<file path="config.mk">
export PLATFORM = sky130hd
export DESIGN_NAME = bresenham_circle_rasterizer_flat
export DESIGN_NICKNAME = d
export VERILOG_FILES = /design/src/bcr_pkg.sv /design/src/bcr_in_if.sv /design/src/bcr_out_if.sv /design/src/bcr_fifo.sv /design/src/bcr_front.sv /design/src/bcr_back.sv /design/src/bresenham_circle_rasterizer.sv /design/src/flat_wrapper.sv
export VERILOG_INCLUDE_DIRS = /design/src /design/src/src
export SDC_FILE = /design/constraint.sdc
export NUM_CORES = 1
export LEC_CHECK = 0
export BUFFER_PORTS_ARGS = -buffer_cell sky130_fd_sc_hd__clkbuf_2
export CORE_UTILIZATION = 50
export DETAILED_ROUTE_END_ITERATION = 8
export MAX_ROUTING_LAYER = met4
export PLACE_DENSITY = 0.69
export SLEW_MARGIN = 20
export SYNTH_ARGS = -nofsm -noshare
export SYNTH_HDL_FRONTEND = slang
export SYNTH_HIERARCHICAL = 1
export SYNTH_SLANG_ARGS = --single-unit
</file>
<file path="constraint.sdc">
create_clock -name clk -period 9.5 [get_ports clk]
set_input_delay 1.9 -clock clk [delete_from_list [all_inputs] [get_ports clk]]
set_output_delay 1.9 -clock clk [all_outputs]
set_load 0.005 [all_outputs]
</file>
<file path="src/bresenham_circle_rasterizer_defines.svh">
// assertion macros shared by the rasterizer modules
`ifndef BRESENHAM_CIRCLE_RASTERIZER_DEFINES_SVH
`define BRESENHAM_CIRCLE_RASTERIZER_DEFINES_SVH

// same-cycle implication, off while reset is high
`define BCR_ASSERT_NOW(label, clk, rst, ante, cons, msg) \
  label: assert property (@(posedge clk) disable iff (rst) (ante) |-> (cons)) else $error(msg);

// next-cycle implication, off while reset is high
`define BCR_ASSERT_NEXT(label, clk, rst, ante, cons, msg) \
  label: assert property (@(posedge clk) disable iff (rst) (ante) |=> (cons)) else $error(msg);

`endif

</file>
<file path="src/bcr_pkg.sv">
package bcr_pkg;

  localparam int CoordBitsDefault = 10;
  localparam int InWidth          = 10;
  localparam int PixWidth         = 12;
  localparam int OffWidth         = 11;
  localparam int DecWidth         = 14;
  localparam int OctWidth         = 3;
  localparam int QueueDepth       = 2;

  typedef enum logic [0:0] {
    KindStart = 1'b0,
    KindStep  = 1'b1
  } kind_t;

  localparam logic [OctWidth-1:0] FirstOctant = 3'd0;
  localparam logic [OctWidth-1:0] LastOctant  = 3'd7;

  localparam logic [OctWidth-1:0] OctXpYp = 3'd0;
  localparam logic [OctWidth-1:0] OctYpXp = 3'd1;
  localparam logic [OctWidth-1:0] OctXmYp = 3'd2;
  localparam logic [OctWidth-1:0] OctYpXm = 3'd3;
  localparam logic [OctWidth-1:0] OctXpYm = 3'd4;
  localparam logic [OctWidth-1:0] OctYmXp = 3'd5;
  localparam logic [OctWidth-1:0] OctXmYm = 3'd6;
  localparam logic [OctWidth-1:0] OctYmXm = 3'd7;

  typedef struct packed {
    logic [InWidth-1:0]         cx;
    logic [InWidth-1:0]         cy;
    logic signed [OffWidth-1:0] x;
    logic signed [OffWidth-1:0] y;
    logic                       done;
  } point_t;

endpackage

</file>
<file path="src/bcr_in_if.sv">
interface bcr_in_if;
  logic                          valid;
  logic                          ready;
  logic                          kind;
  logic [bcr_pkg::InWidth-1:0]   center_x;
  logic [bcr_pkg::InWidth-1:0]   center_y;
  logic [bcr_pkg::InWidth-1:0]   radius;

  modport source (output valid, kind, center_x, center_y, radius, input ready);
  modport sink   (input valid, kind, center_x, center_y, radius, output ready);
endinterface

</file>
<file path="src/bcr_out_if.sv">
interface bcr_out_if;
  logic                                valid;
  logic                                ready;
  logic signed [bcr_pkg::PixWidth-1:0] pixel_x;
  logic signed [bcr_pkg::PixWidth-1:0] pixel_y;
  logic [bcr_pkg::OctWidth-1:0]        octant_index;
  logic                                last_of_point;
  logic                                circle_done;

  modport source (output valid, pixel_x, pixel_y, octant_index, last_of_point, circle_done,
                  input ready);
  modport sink   (input valid, pixel_x, pixel_y, octant_index, last_of_point, circle_done,
                  output ready);
endinterface

</file>
<file path="src/bcr_fifo.sv">
module bcr_fifo #(
  parameter int Depth = bcr_pkg::QueueDepth
) (
  input  logic            clk,
  input  logic            rst,
  input  logic            push,
  input  bcr_pkg::point_t push_data,
  output logic            push_ready,
  input  logic            pop,
  output bcr_pkg::point_t head,
  output logic            head_valid
);
  import bcr_pkg::*;
  `include "bresenham_circle_rasterizer_defines.svh"

  localparam int PtrBits = (Depth > 1) ? $clog2(Depth) : 1;
  localparam int CntBits = $clog2(Depth + 1);
  localparam logic [PtrBits-1:0] LastPtr = PtrBits'(Depth - 1);
  localparam logic [CntBits-1:0] FullCnt = CntBits'(Depth);

  point_t             entries [Depth];
  logic [PtrBits-1:0] wr_ptr;
  logic [PtrBits-1:0] rd_ptr;
  logic [CntBits-1:0] count;
  logic               do_push;
  logic               do_pop;

  assign push_ready = (count != FullCnt);
  assign head_valid = (count != '0);
  assign head       = entries[rd_ptr];
  assign do_push    = push && push_ready;
  assign do_pop     = pop && head_valid;

  always_ff @(posedge clk) begin
    if (do_push) begin
      entries[wr_ptr] <= push_data;
    end
  end

  always_ff @(posedge clk) begin
    if (rst) begin
      wr_ptr <= '0;
      rd_ptr <= '0;
      count  <= '0;
    end else begin
      if (do_push) begin
        wr_ptr <= (wr_ptr == LastPtr) ? '0 : wr_ptr + 1'b1;
      end
      if (do_pop) begin
        rd_ptr <= (rd_ptr == LastPtr) ? '0 : rd_ptr + 1'b1;
      end
      case ({do_push, do_pop})
        2'b10:   count <= count + 1'b1;
        2'b01:   count <= count - 1'b1;
        default: count <= count;
      endcase
    end
  end

  `BCR_ASSERT_NOW(a_count_bound, clk, rst, 1'b1, count <= FullCnt, "queue count past depth")
  `BCR_ASSERT_NOW(a_no_overflow, clk, rst, push, push_ready, "push into a full queue")

endmodule

</file>
<file path="src/bcr_front.sv">
module bcr_front #(
  parameter int COORD_BITS = bcr_pkg::CoordBitsDefault
) (
  input  logic            clk,
  input  logic            rst,
  bcr_in_if.sink          cmd,
  output logic            push,
  output bcr_pkg::point_t push_data,
  input  logic            push_ready
);
  import bcr_pkg::*;
  `include "bresenham_circle_rasterizer_defines.svh"

  localparam int MaskBits = (COORD_BITS < InWidth) ? COORD_BITS : InWidth;
  localparam logic [InWidth-1:0] CoordMask = InWidth'((64'd1 << MaskBits) - 64'd1);

  logic [InWidth-1:0]         centre_x_reg;
  logic [InWidth-1:0]         centre_y_reg;
  logic signed [OffWidth-1:0] offset_x;
  logic signed [OffWidth-1:0] offset_y;
  logic signed [DecWidth-1:0] decision;
  logic                       active;

  logic                       accept;
  logic                       is_start;
  logic [InWidth-1:0]         r_m;
  logic signed [DecWidth-1:0] x_w;
  logic signed [DecWidth-1:0] y_w;
  logic signed [DecWidth-1:0] diff_w;
  logic signed [DecWidth-1:0] decision_next;
  logic signed [OffWidth-1:0] offset_x_next;
  logic signed [OffWidth-1:0] offset_y_next;
  logic [InWidth-1:0]         centre_x_next;
  logic [InWidth-1:0]         centre_y_next;
  logic                       done_next;

  assign cmd.ready = push_ready;
  assign accept    = cmd.valid && cmd.ready;
  assign is_start  = (cmd.kind == KindStart);
  assign r_m       = cmd.radius & CoordMask;

  assign x_w    = {{(DecWidth-OffWidth){offset_x[OffWidth-1]}}, offset_x};
  assign y_w    = {{(DecWidth-OffWidth){offset_y[OffWidth-1]}}, offset_y};
  assign diff_w = x_w - y_w;

  always_comb begin
    if (is_start) begin
      centre_x_next = cmd.center_x & CoordMask;
      centre_y_next = cmd.center_y & CoordMask;
      offset_x_next = '0;
      offset_y_next = $signed({{(OffWidth-InWidth){1'b0}}, r_m});
      decision_next = DecWidth'(3) - $signed({{(DecWidth-InWidth-1){1'b0}}, r_m, 1'b0});
    end else begin
      centre_x_next = centre_x_reg;
      centre_y_next = centre_y_reg;
      offset_x_next = offset_x + OffWidth'(1);
      if (decision <= 0) begin
        offset_y_next = offset_y;
        decision_next = decision + (x_w <<< 2) + DecWidth'(6);
      end else begin
        offset_y_next = offset_y - OffWidth'(1);
        decision_next = decision + (diff_w <<< 2) + DecWidth'(10);
      end
    end
  end

  assign done_next = (offset_x_next > offset_y_next);
  assign push      = accept && (is_start || active);

  always_comb begin
    push_data.cx   = centre_x_next;
    push_data.cy   = centre_y_next;
    push_data.x    = offset_x_next;
    push_data.y    = offset_y_next;
    push_data.done = done_next;
  end

  always_ff @(posedge clk) begin
    if (push) begin
      centre_x_reg <= centre_x_next;
      centre_y_reg <= centre_y_next;
      offset_x     <= offset_x_next;
      offset_y     <= offset_y_next;
      decision     <= decision_next;
    end
  end

  always_ff @(posedge clk) begin
    if (rst) begin
      active <= 1'b0;
    end else if (push) begin
      active <= !done_next;
    end
  end

  `BCR_ASSERT_NEXT(a_done_ends_circle, clk, rst, push && push_data.done, !active,
                   "circle still active after its final point")

endmodule

</file>
<file path="src/bcr_back.sv">
module bcr_back (
  input  logic            clk,
  input  logic            rst,
  input  bcr_pkg::point_t head,
  input  logic            head_valid,
  output logic            pop,
  bcr_out_if.source       pix
);
  import bcr_pkg::*;
  `include "bresenham_circle_rasterizer_defines.svh"

  logic [OctWidth-1:0]        k;
  logic                       load;
  logic signed [PixWidth-1:0] cx;
  logic signed [PixWidth-1:0] cy;
  logic signed [PixWidth-1:0] xs;
  logic signed [PixWidth-1:0] ys;
  logic signed [PixWidth-1:0] px;
  logic signed [PixWidth-1:0] py;

  assign load = head_valid && (!pix.valid || pix.ready);
  assign pop  = load && (k == LastOctant);

  assign cx = $signed({{(PixWidth-InWidth){1'b0}}, head.cx});
  assign cy = $signed({{(PixWidth-InWidth){1'b0}}, head.cy});
  assign xs = {{(PixWidth-OffWidth){head.x[OffWidth-1]}}, head.x};
  assign ys = {{(PixWidth-OffWidth){head.y[OffWidth-1]}}, head.y};

  always_comb begin
    case (k)
      OctXpYp: begin px = cx + xs; py = cy + ys; end
      OctYpXp: begin px = cx + ys; py = cy + xs; end
      OctXmYp: begin px = cx - xs; py = cy + ys; end
      OctYpXm: begin px = cx + ys; py = cy - xs; end
      OctXpYm: begin px = cx + xs; py = cy - ys; end
      OctYmXp: begin px = cx - ys; py = cy + xs; end
      OctXmYm: begin px = cx - xs; py = cy - ys; end
      default: begin px = cx - ys; py = cy - xs; end
    endcase
  end

  always_ff @(posedge clk) begin
    if (load) begin
      pix.pixel_x       <= px;
      pix.pixel_y       <= py;
      pix.octant_index  <= k;
      pix.last_of_point <= (k == LastOctant);
      pix.circle_done   <= head.done;
    end
  end

  always_ff @(posedge clk) begin
    if (rst) begin
      k         <= FirstOctant;
      pix.valid <= 1'b0;
    end else begin
      if (load) begin
        k         <= k + 1'b1;
        pix.valid <= 1'b1;
      end else if (pix.ready) begin
        pix.valid <= 1'b0;
      end
    end
  end

  `BCR_ASSERT_NOW(a_pop_after_eight, clk, rst, pop, head_valid && k == LastOctant,
                  "point released before its eighth pixel")
  `BCR_ASSERT_NEXT(a_word_order, clk, rst, load && k != LastOctant, k == $past(k) + 1'b1,
                   "pixel order skipped")

endmodule

</file>
<file path="src/bresenham_circle_rasterizer.sv">
// Midpoint circle rasterizer with eight-way symmetry.
// cmd channel: one word per command. kind start loads centre and radius and
// plots the first octant point; kind step advances the decision term and plots
// the next point. A step with no circle in progress is taken and dropped.
// pix channel: eight words per plotted point, in octant order 0 to 7, the
// eighth with last_of_point set; circle_done marks all eight pixels of the
// final point, after which steps are dropped until the next start.
// Each point passes through the point queue and the pixel output register. Throughput:
// one pixel per cycle while pix is ready, so one command per eight pixels, set by
// the single pixel stage that walks the eight octants.
// A two-entry point queue sits between the command stage and the pixel stage,
// so commands keep flowing while earlier points drain.
// Reset (rst, synchronous) empties the queue and the output register and
// leaves no circle in progress.
// When pix stalls, the output word holds, the queue fills, then cmd.ready
// drops until room frees up.
module bresenham_circle_rasterizer #(
  parameter int COORD_BITS = bcr_pkg::CoordBitsDefault
) (
  input  logic      clk,
  input  logic      rst,
  bcr_in_if.sink    cmd,
  bcr_out_if.source pix
);
  import bcr_pkg::*;

  point_t push_data;
  point_t head;
  logic   push;
  logic   push_ready;
  logic   pop;
  logic   head_valid;

  bcr_front #(
    .COORD_BITS (COORD_BITS)
  ) u_front (
    .clk        (clk),
    .rst        (rst),
    .cmd        (cmd),
    .push       (push),
    .push_data  (push_data),
    .push_ready (push_ready)
  );

  bcr_fifo #(
    .Depth (QueueDepth)
  ) u_fifo (
    .clk        (clk),
    .rst        (rst),
    .push       (push),
    .push_data  (push_data),
    .push_ready (push_ready),
    .pop        (pop),
    .head       (head),
    .head_valid (head_valid)
  );

  bcr_back u_back (
    .clk        (clk),
    .rst        (rst),
    .head       (head),
    .head_valid (head_valid),
    .pop        (pop),
    .pix        (pix)
  );

endmodule

</file>
<file path="src/flat_wrapper.sv">
// flat-port wrapper written by rule: the top's interface ports become plain ports
module bresenham_circle_rasterizer_flat import bcr_pkg::*;
#(
  parameter int COORD_BITS = bcr_pkg::CoordBitsDefault
)
  (clk, rst, cmd_valid, cmd_kind, cmd_center_x, cmd_center_y, cmd_radius, cmd_ready, pix_valid, pix_pixel_x, pix_pixel_y, pix_octant_index, pix_last_of_point, pix_circle_done, pix_ready);
  bcr_in_if cmd_i ();
  bcr_out_if pix_i ();
  input  logic clk;
  input  logic rst;
  input wire logic [$bits(cmd_i.valid)-1:0] cmd_valid;
  input wire logic [$bits(cmd_i.kind)-1:0] cmd_kind;
  input wire logic [$bits(cmd_i.center_x)-1:0] cmd_center_x;
  input wire logic [$bits(cmd_i.center_y)-1:0] cmd_center_y;
  input wire logic [$bits(cmd_i.radius)-1:0] cmd_radius;
  output wire logic [$bits(cmd_i.ready)-1:0] cmd_ready;
  output wire logic [$bits(pix_i.valid)-1:0] pix_valid;
  output wire logic [$bits(pix_i.pixel_x)-1:0] pix_pixel_x;
  output wire logic [$bits(pix_i.pixel_y)-1:0] pix_pixel_y;
  output wire logic [$bits(pix_i.octant_index)-1:0] pix_octant_index;
  output wire logic [$bits(pix_i.last_of_point)-1:0] pix_last_of_point;
  output wire logic [$bits(pix_i.circle_done)-1:0] pix_circle_done;
  input wire logic [$bits(pix_i.ready)-1:0] pix_ready;
  assign cmd_i.valid = cmd_valid;
  assign cmd_i.kind = cmd_kind;
  assign cmd_i.center_x = cmd_center_x;
  assign cmd_i.center_y = cmd_center_y;
  assign cmd_i.radius = cmd_radius;
  assign cmd_ready = cmd_i.ready;
  assign pix_valid = pix_i.valid;
  assign pix_pixel_x = pix_i.pixel_x;
  assign pix_pixel_y = pix_i.pixel_y;
  assign pix_octant_index = pix_i.octant_index;
  assign pix_last_of_point = pix_i.last_of_point;
  assign pix_circle_done = pix_i.circle_done;
  assign pix_i.ready = pix_ready;
  bresenham_circle_rasterizer #(.COORD_BITS(COORD_BITS)) u_core (.clk(clk), .rst(rst), .cmd(cmd_i), .pix(pix_i));
endmodule
</file>
==> impl_metrics.csv <==
group,metric,value,unit
clock_network,cts_sinks,180,
route,first_iter_violations,610,
cells_and_area,area_growth,10.6,%
sta,fin_crit,4.41,ns
clock_network,cts_hold_buf,0,
route,postRouteWirelength,25.3,mm
floorplan,coreArea,0.0226,mm^2
floorplan,io_pins,66,
clock_network,cts_setup_buffers,0,
cells_and_area,largest_reg_flops,86,
power_and_ir_drop,powerDensity,202,mW/mm^2
route,drt.antenna.violating_nets,0,
power_and_ir_drop,max-vdd-ir-drop,0.114,mV
yosys,syn_inst,1036,
route,routed_via_density,5.78,
global_routing,grt_max_degree,80,
yosys,yosysSeqAreaShare,46.3,%
global_routing,grt_pass1_vias,7701,
route,drc_errors,0,
sta,finalSetupViolCount,0,
sta,final.period_utilization,46.4,%
placed_design,place_area,0.0121,mm^2
clock_network,htree_levels,4,
floorplan,die_h,153,um
worst_setup_path,crit_path_cell_trace,"buf_4, mux2_2, inv_1, ha_1, nor3b_2, nor2_1, xor2_1, a21oi_1, nor2_1, a21oi_1, ha_1, o21ai_0, a21boi_0, a2bb2oi_1, nand4_1, a41oi_1, xor2_1",
clock_network,cts_tree,"done",
placed_design,dp_slack,4.80,ns
yosys,synthMuxAreaShare,6.83,%
yosys,yosys.area.top_type,"edfxtp_1",
route,post_drt_wl_per_cell,18.2,um
min_path,hold_path_class,"flop to flop",
power_and_ir_drop,p_seq_share,39.4,%
cells_and_area,instances_no_fill,1390,
cells_and_area,nets,1232,
sta,tightestPinTransition,0.908,ns
worst_setup_path,critPathTopFamily,"compound AO/OA/AOI/OAI gates",
yosys,yosys.area_share.simple,11.9,%
yosys,synthesis.nets,1176,
placed_design,place_hpwl,18.4,mm
cells_and_area,n_antenna_cell,0,
placed_design,portBuffers,65,
status,status,"finished clean",
yosys,synth_area_leaders,"edfxtp_1, ha_1, mux2_2, a21oi_1, xnor2_1",
worst_setup_path,critical_path.max_fanout,43,
worst_setup_path,path_class,"flop to flop",
run,max-cap-violations,0,
global_routing,gr-total-overflow,0,
clock_network,cts_repair_resize_count,0,
cells_and_area,regMostFlops,"u_core/u_fifo/entries",
min_path,min_path_cells,2,
floorplan,fp.dieW,153,um
sta,slew_headroom,39.5,%
worst_setup_path,r2r-end,"u_core/u_back/pix.pixel_y[11]",
cells_and_area,reg_top3,"u_core/u_fifo/entries x86, u_core/u_front/decision x13",
power_and_ir_drop,internal-power,1.71,mW
min_path,hold_end,"u_core/u_back/pix.valid",
sta,fin_skew,0.0144,ns
yosys,synth.distinct_cells,77,
floorplan,die_area,0.0235,mm^2
sta,rsz0062_at_grt,"false",
global_routing,grt_pass1_wl,40.2,mm
yosys,synth_top_area_share,44.5,%
floorplan,start_util,50.8,%
yosys,yosys-top-cells-count,"edfxtp_1, ha_1, nor2_1",
worst_setup_path,start_kind,"flop",
min_path,hold_start,"u_core/u_back/pix.valid",
yosys,yosysMostFrequentCell,"edfxtp_1",
yosys,postSynth.asyncResetShare,0,%
yosys,ys.flop_type,"edfxtp_1",
worst_setup_path,critPathSlowestCell,"buf_4",
yosys,synth_compound_area_share,13.9,%
sta,max_freq,227,MHz
sta,slew_viol_final,0,
worst_setup_path,required,9.67,ns
yosys,ys_ff_latch,180,
worst_setup_path,crit_arrival,4.58,ns
sta,hold_viol,0,
worst_setup_path,rrSetupSlack,5.09,ns
route,first_pass_iters,5,
sta,holdWs,0.516,ns
cells_and_area,final_cell_area,0.0127,mm^2
power_and_ir_drop,switchingPower,0.854,mW
worst_setup_path,crit_buf_inv,2,
yosys,synth_top_family_by_area,"compound AO/OA/AOI/OAI gates",
global_routing,antenna_found_initial,0,
power_and_ir_drop,p_clk_share,28.0,%
power_and_ir_drop,p_comb_share,32.6,%
cells_and_area,fillers,1965,
worst_setup_path,cp-end-kind,"flop",
clock_network,cts-root-buf,"clkbuf_16",
yosys,yosys_warnings,6,
placed_design,place_inst,1358,
yosys,synth_edf_count,170,
clock_network,clock_latency,0.43,ns
worst_setup_path,cpPeakStageDelay,0.49,ns
clock_network,clock_path_buffers,2,
sta,fin_setup_tns,0,ns
power_and_ir_drop,switching_share,33.3,%
worst_setup_path,r2r_cells,17,
global_routing,grtUsageTotal,22.7,%
sta,setup_slack,5.09,ns
floorplan,rows,55,
clock_network,clk_pin_slew,0.07,ns
power_and_ir_drop,p_leak,5.13,nW
route,vias,8032,
yosys,netlist_area,0.0115,mm^2
clock_network,cts_buffers,17,
yosys,synth_xor_area_share,5.96,%
cells_and_area,drive_gt1_share,17.7,%
yosys,syn_area_per_cell,11.1,um^2
yosys,yosys.area_share.adder,11.8,%
placed_design,routabilityCongestion,0.911,
[kinds of logic after synthesis]
kind of cell               after synthesis
xor gates and xnor gates                78
DFF                                    180
AOI/OAI and AO/OA                      238
and+or+nand+nor                        266
adders and majority gates              105
buffers and inverters                   99
muxes                                   70
[cell usage in the layout, fill, tap and decap left out, drive strengths merged, types with 8 or more instances in the layout]
| cell | Yosys | final |
|---|---|---|
| a21o | 41 | 41 |
| a21oi | 81 | 81 |
| a221oi | 8 | 8 |
| a31oi | 10 | 10 |
| and2 | 10 | 10 |
| clkbuf | 21 | 81 |
| clkinv | 0 | 9 |
| dfxtp | 10 | 10 |
| edfxtp | 170 | 170 |
| ha | 100 | 100 |
| inv | 65 | 70 |
| mux2 | 66 | 66 |
| nand2 | 54 | 54 |
| nand2b | 15 | 15 |
| nand3 | 22 | 22 |
| nor2 | 77 | 77 |
| nor2b | 12 | 12 |
| nor3 | 21 | 21 |
| nor3b | 8 | 8 |
| o211ai | 9 | 9 |
| o21ai | 33 | 33 |
| xnor2 | 43 | 43 |
| xor2 | 35 | 35 |
[worst max path at each step]
stage              from                             to  slack, ns  cells after the start
2_1_floorplan  cmd_kind    u_core/u_fifo/entries[1][0]       2.35                      5
3_3_place_gp   cmd_kind    u_core/u_fifo/entries[0][0]       4.94                     10
3_5_place_dp   cmd_kind    u_core/u_fifo/entries[0][0]       4.80                     12
4_1_cts            flop  u_core/u_back/pix.pixel_y[11]       5.16                     17
5_1_grt            flop  u_core/u_back/pix.pixel_y[11]       4.85                     17
6_report           flop  u_core/u_back/pix.pixel_y[11]       5.09                     17
[cell type report]
type / instances / area, um^2 / share of cell area (%)
well taps: 285 / 357 / 2.81
repair buffers: 71 / 370 / 2.92
clock inverters: 15 / 189 / 1.49
inverters: 65 / 244 / 1.92
multi-input cells: 757 / 5790 / 45.6
clock buffers: 17 / 425 / 3.36
flip-flops and latches: 180 / 5310 / 41.9
[worst reg2reg max path: stages (launching register included)]
cell and delay, ns:
dfxtp_2 0.31, buf_4 0.49, mux2_2 0.48, inv_1 0.10
ha_1 0.23, nor3b_2 0.44, nor2_1 0.10, xor2_1 0.17
a21oi_1 0.17, nor2_1 0.05, a21oi_1 0.17, ha_1 0.24
o21ai_0 0.14, a21boi_0 0.21, a2bb2oi_1 0.34, nand4_1 0.14
a41oi_1 0.25, xor2_1 0.09
[per-stage QoR]
stage | total power [mW] | utilization, %
2_1_floorplan | 1.65 | -
3_3_place_gp | 1.84 | 53.4
3_5_place_dp | 1.86 | 53.4
4_1_cts | 2.58 | 56.2
5_1_grt | 2.71 | 56.2
6_report | 2.57 | 56.2
[power groups by stage]
| stage | registers, mW | logic (mW) | clock network [mW] |
|---|---|---|---|
| after detailed placement | 1.03 | 0.828 | 0 |
| after floorplan | 1.02 | 0.630 | 0 |
| after global placement | 1.02 | 0.815 | 0 |
| final | 1.01 | 0.837 | 0.719 |
| after global routing | 1.02 | 0.931 | 0.763 |
| after CTS | 1.01 | 0.835 | 0.736 |
[per-layer routing]
layer | global-route usage [%] | part of all wire [%] | vias up
met2 | 37.6 | 49 | 200
met4 | 6.43 | 1.4 | 0
met3 | 3.49 | 4.2 | 22
met5 | - | 0 | -
li1 | - | - | 3957
met1 | 29.0 | 46 | 3853
Note: power is estimated with default switching activity, not from simulation.
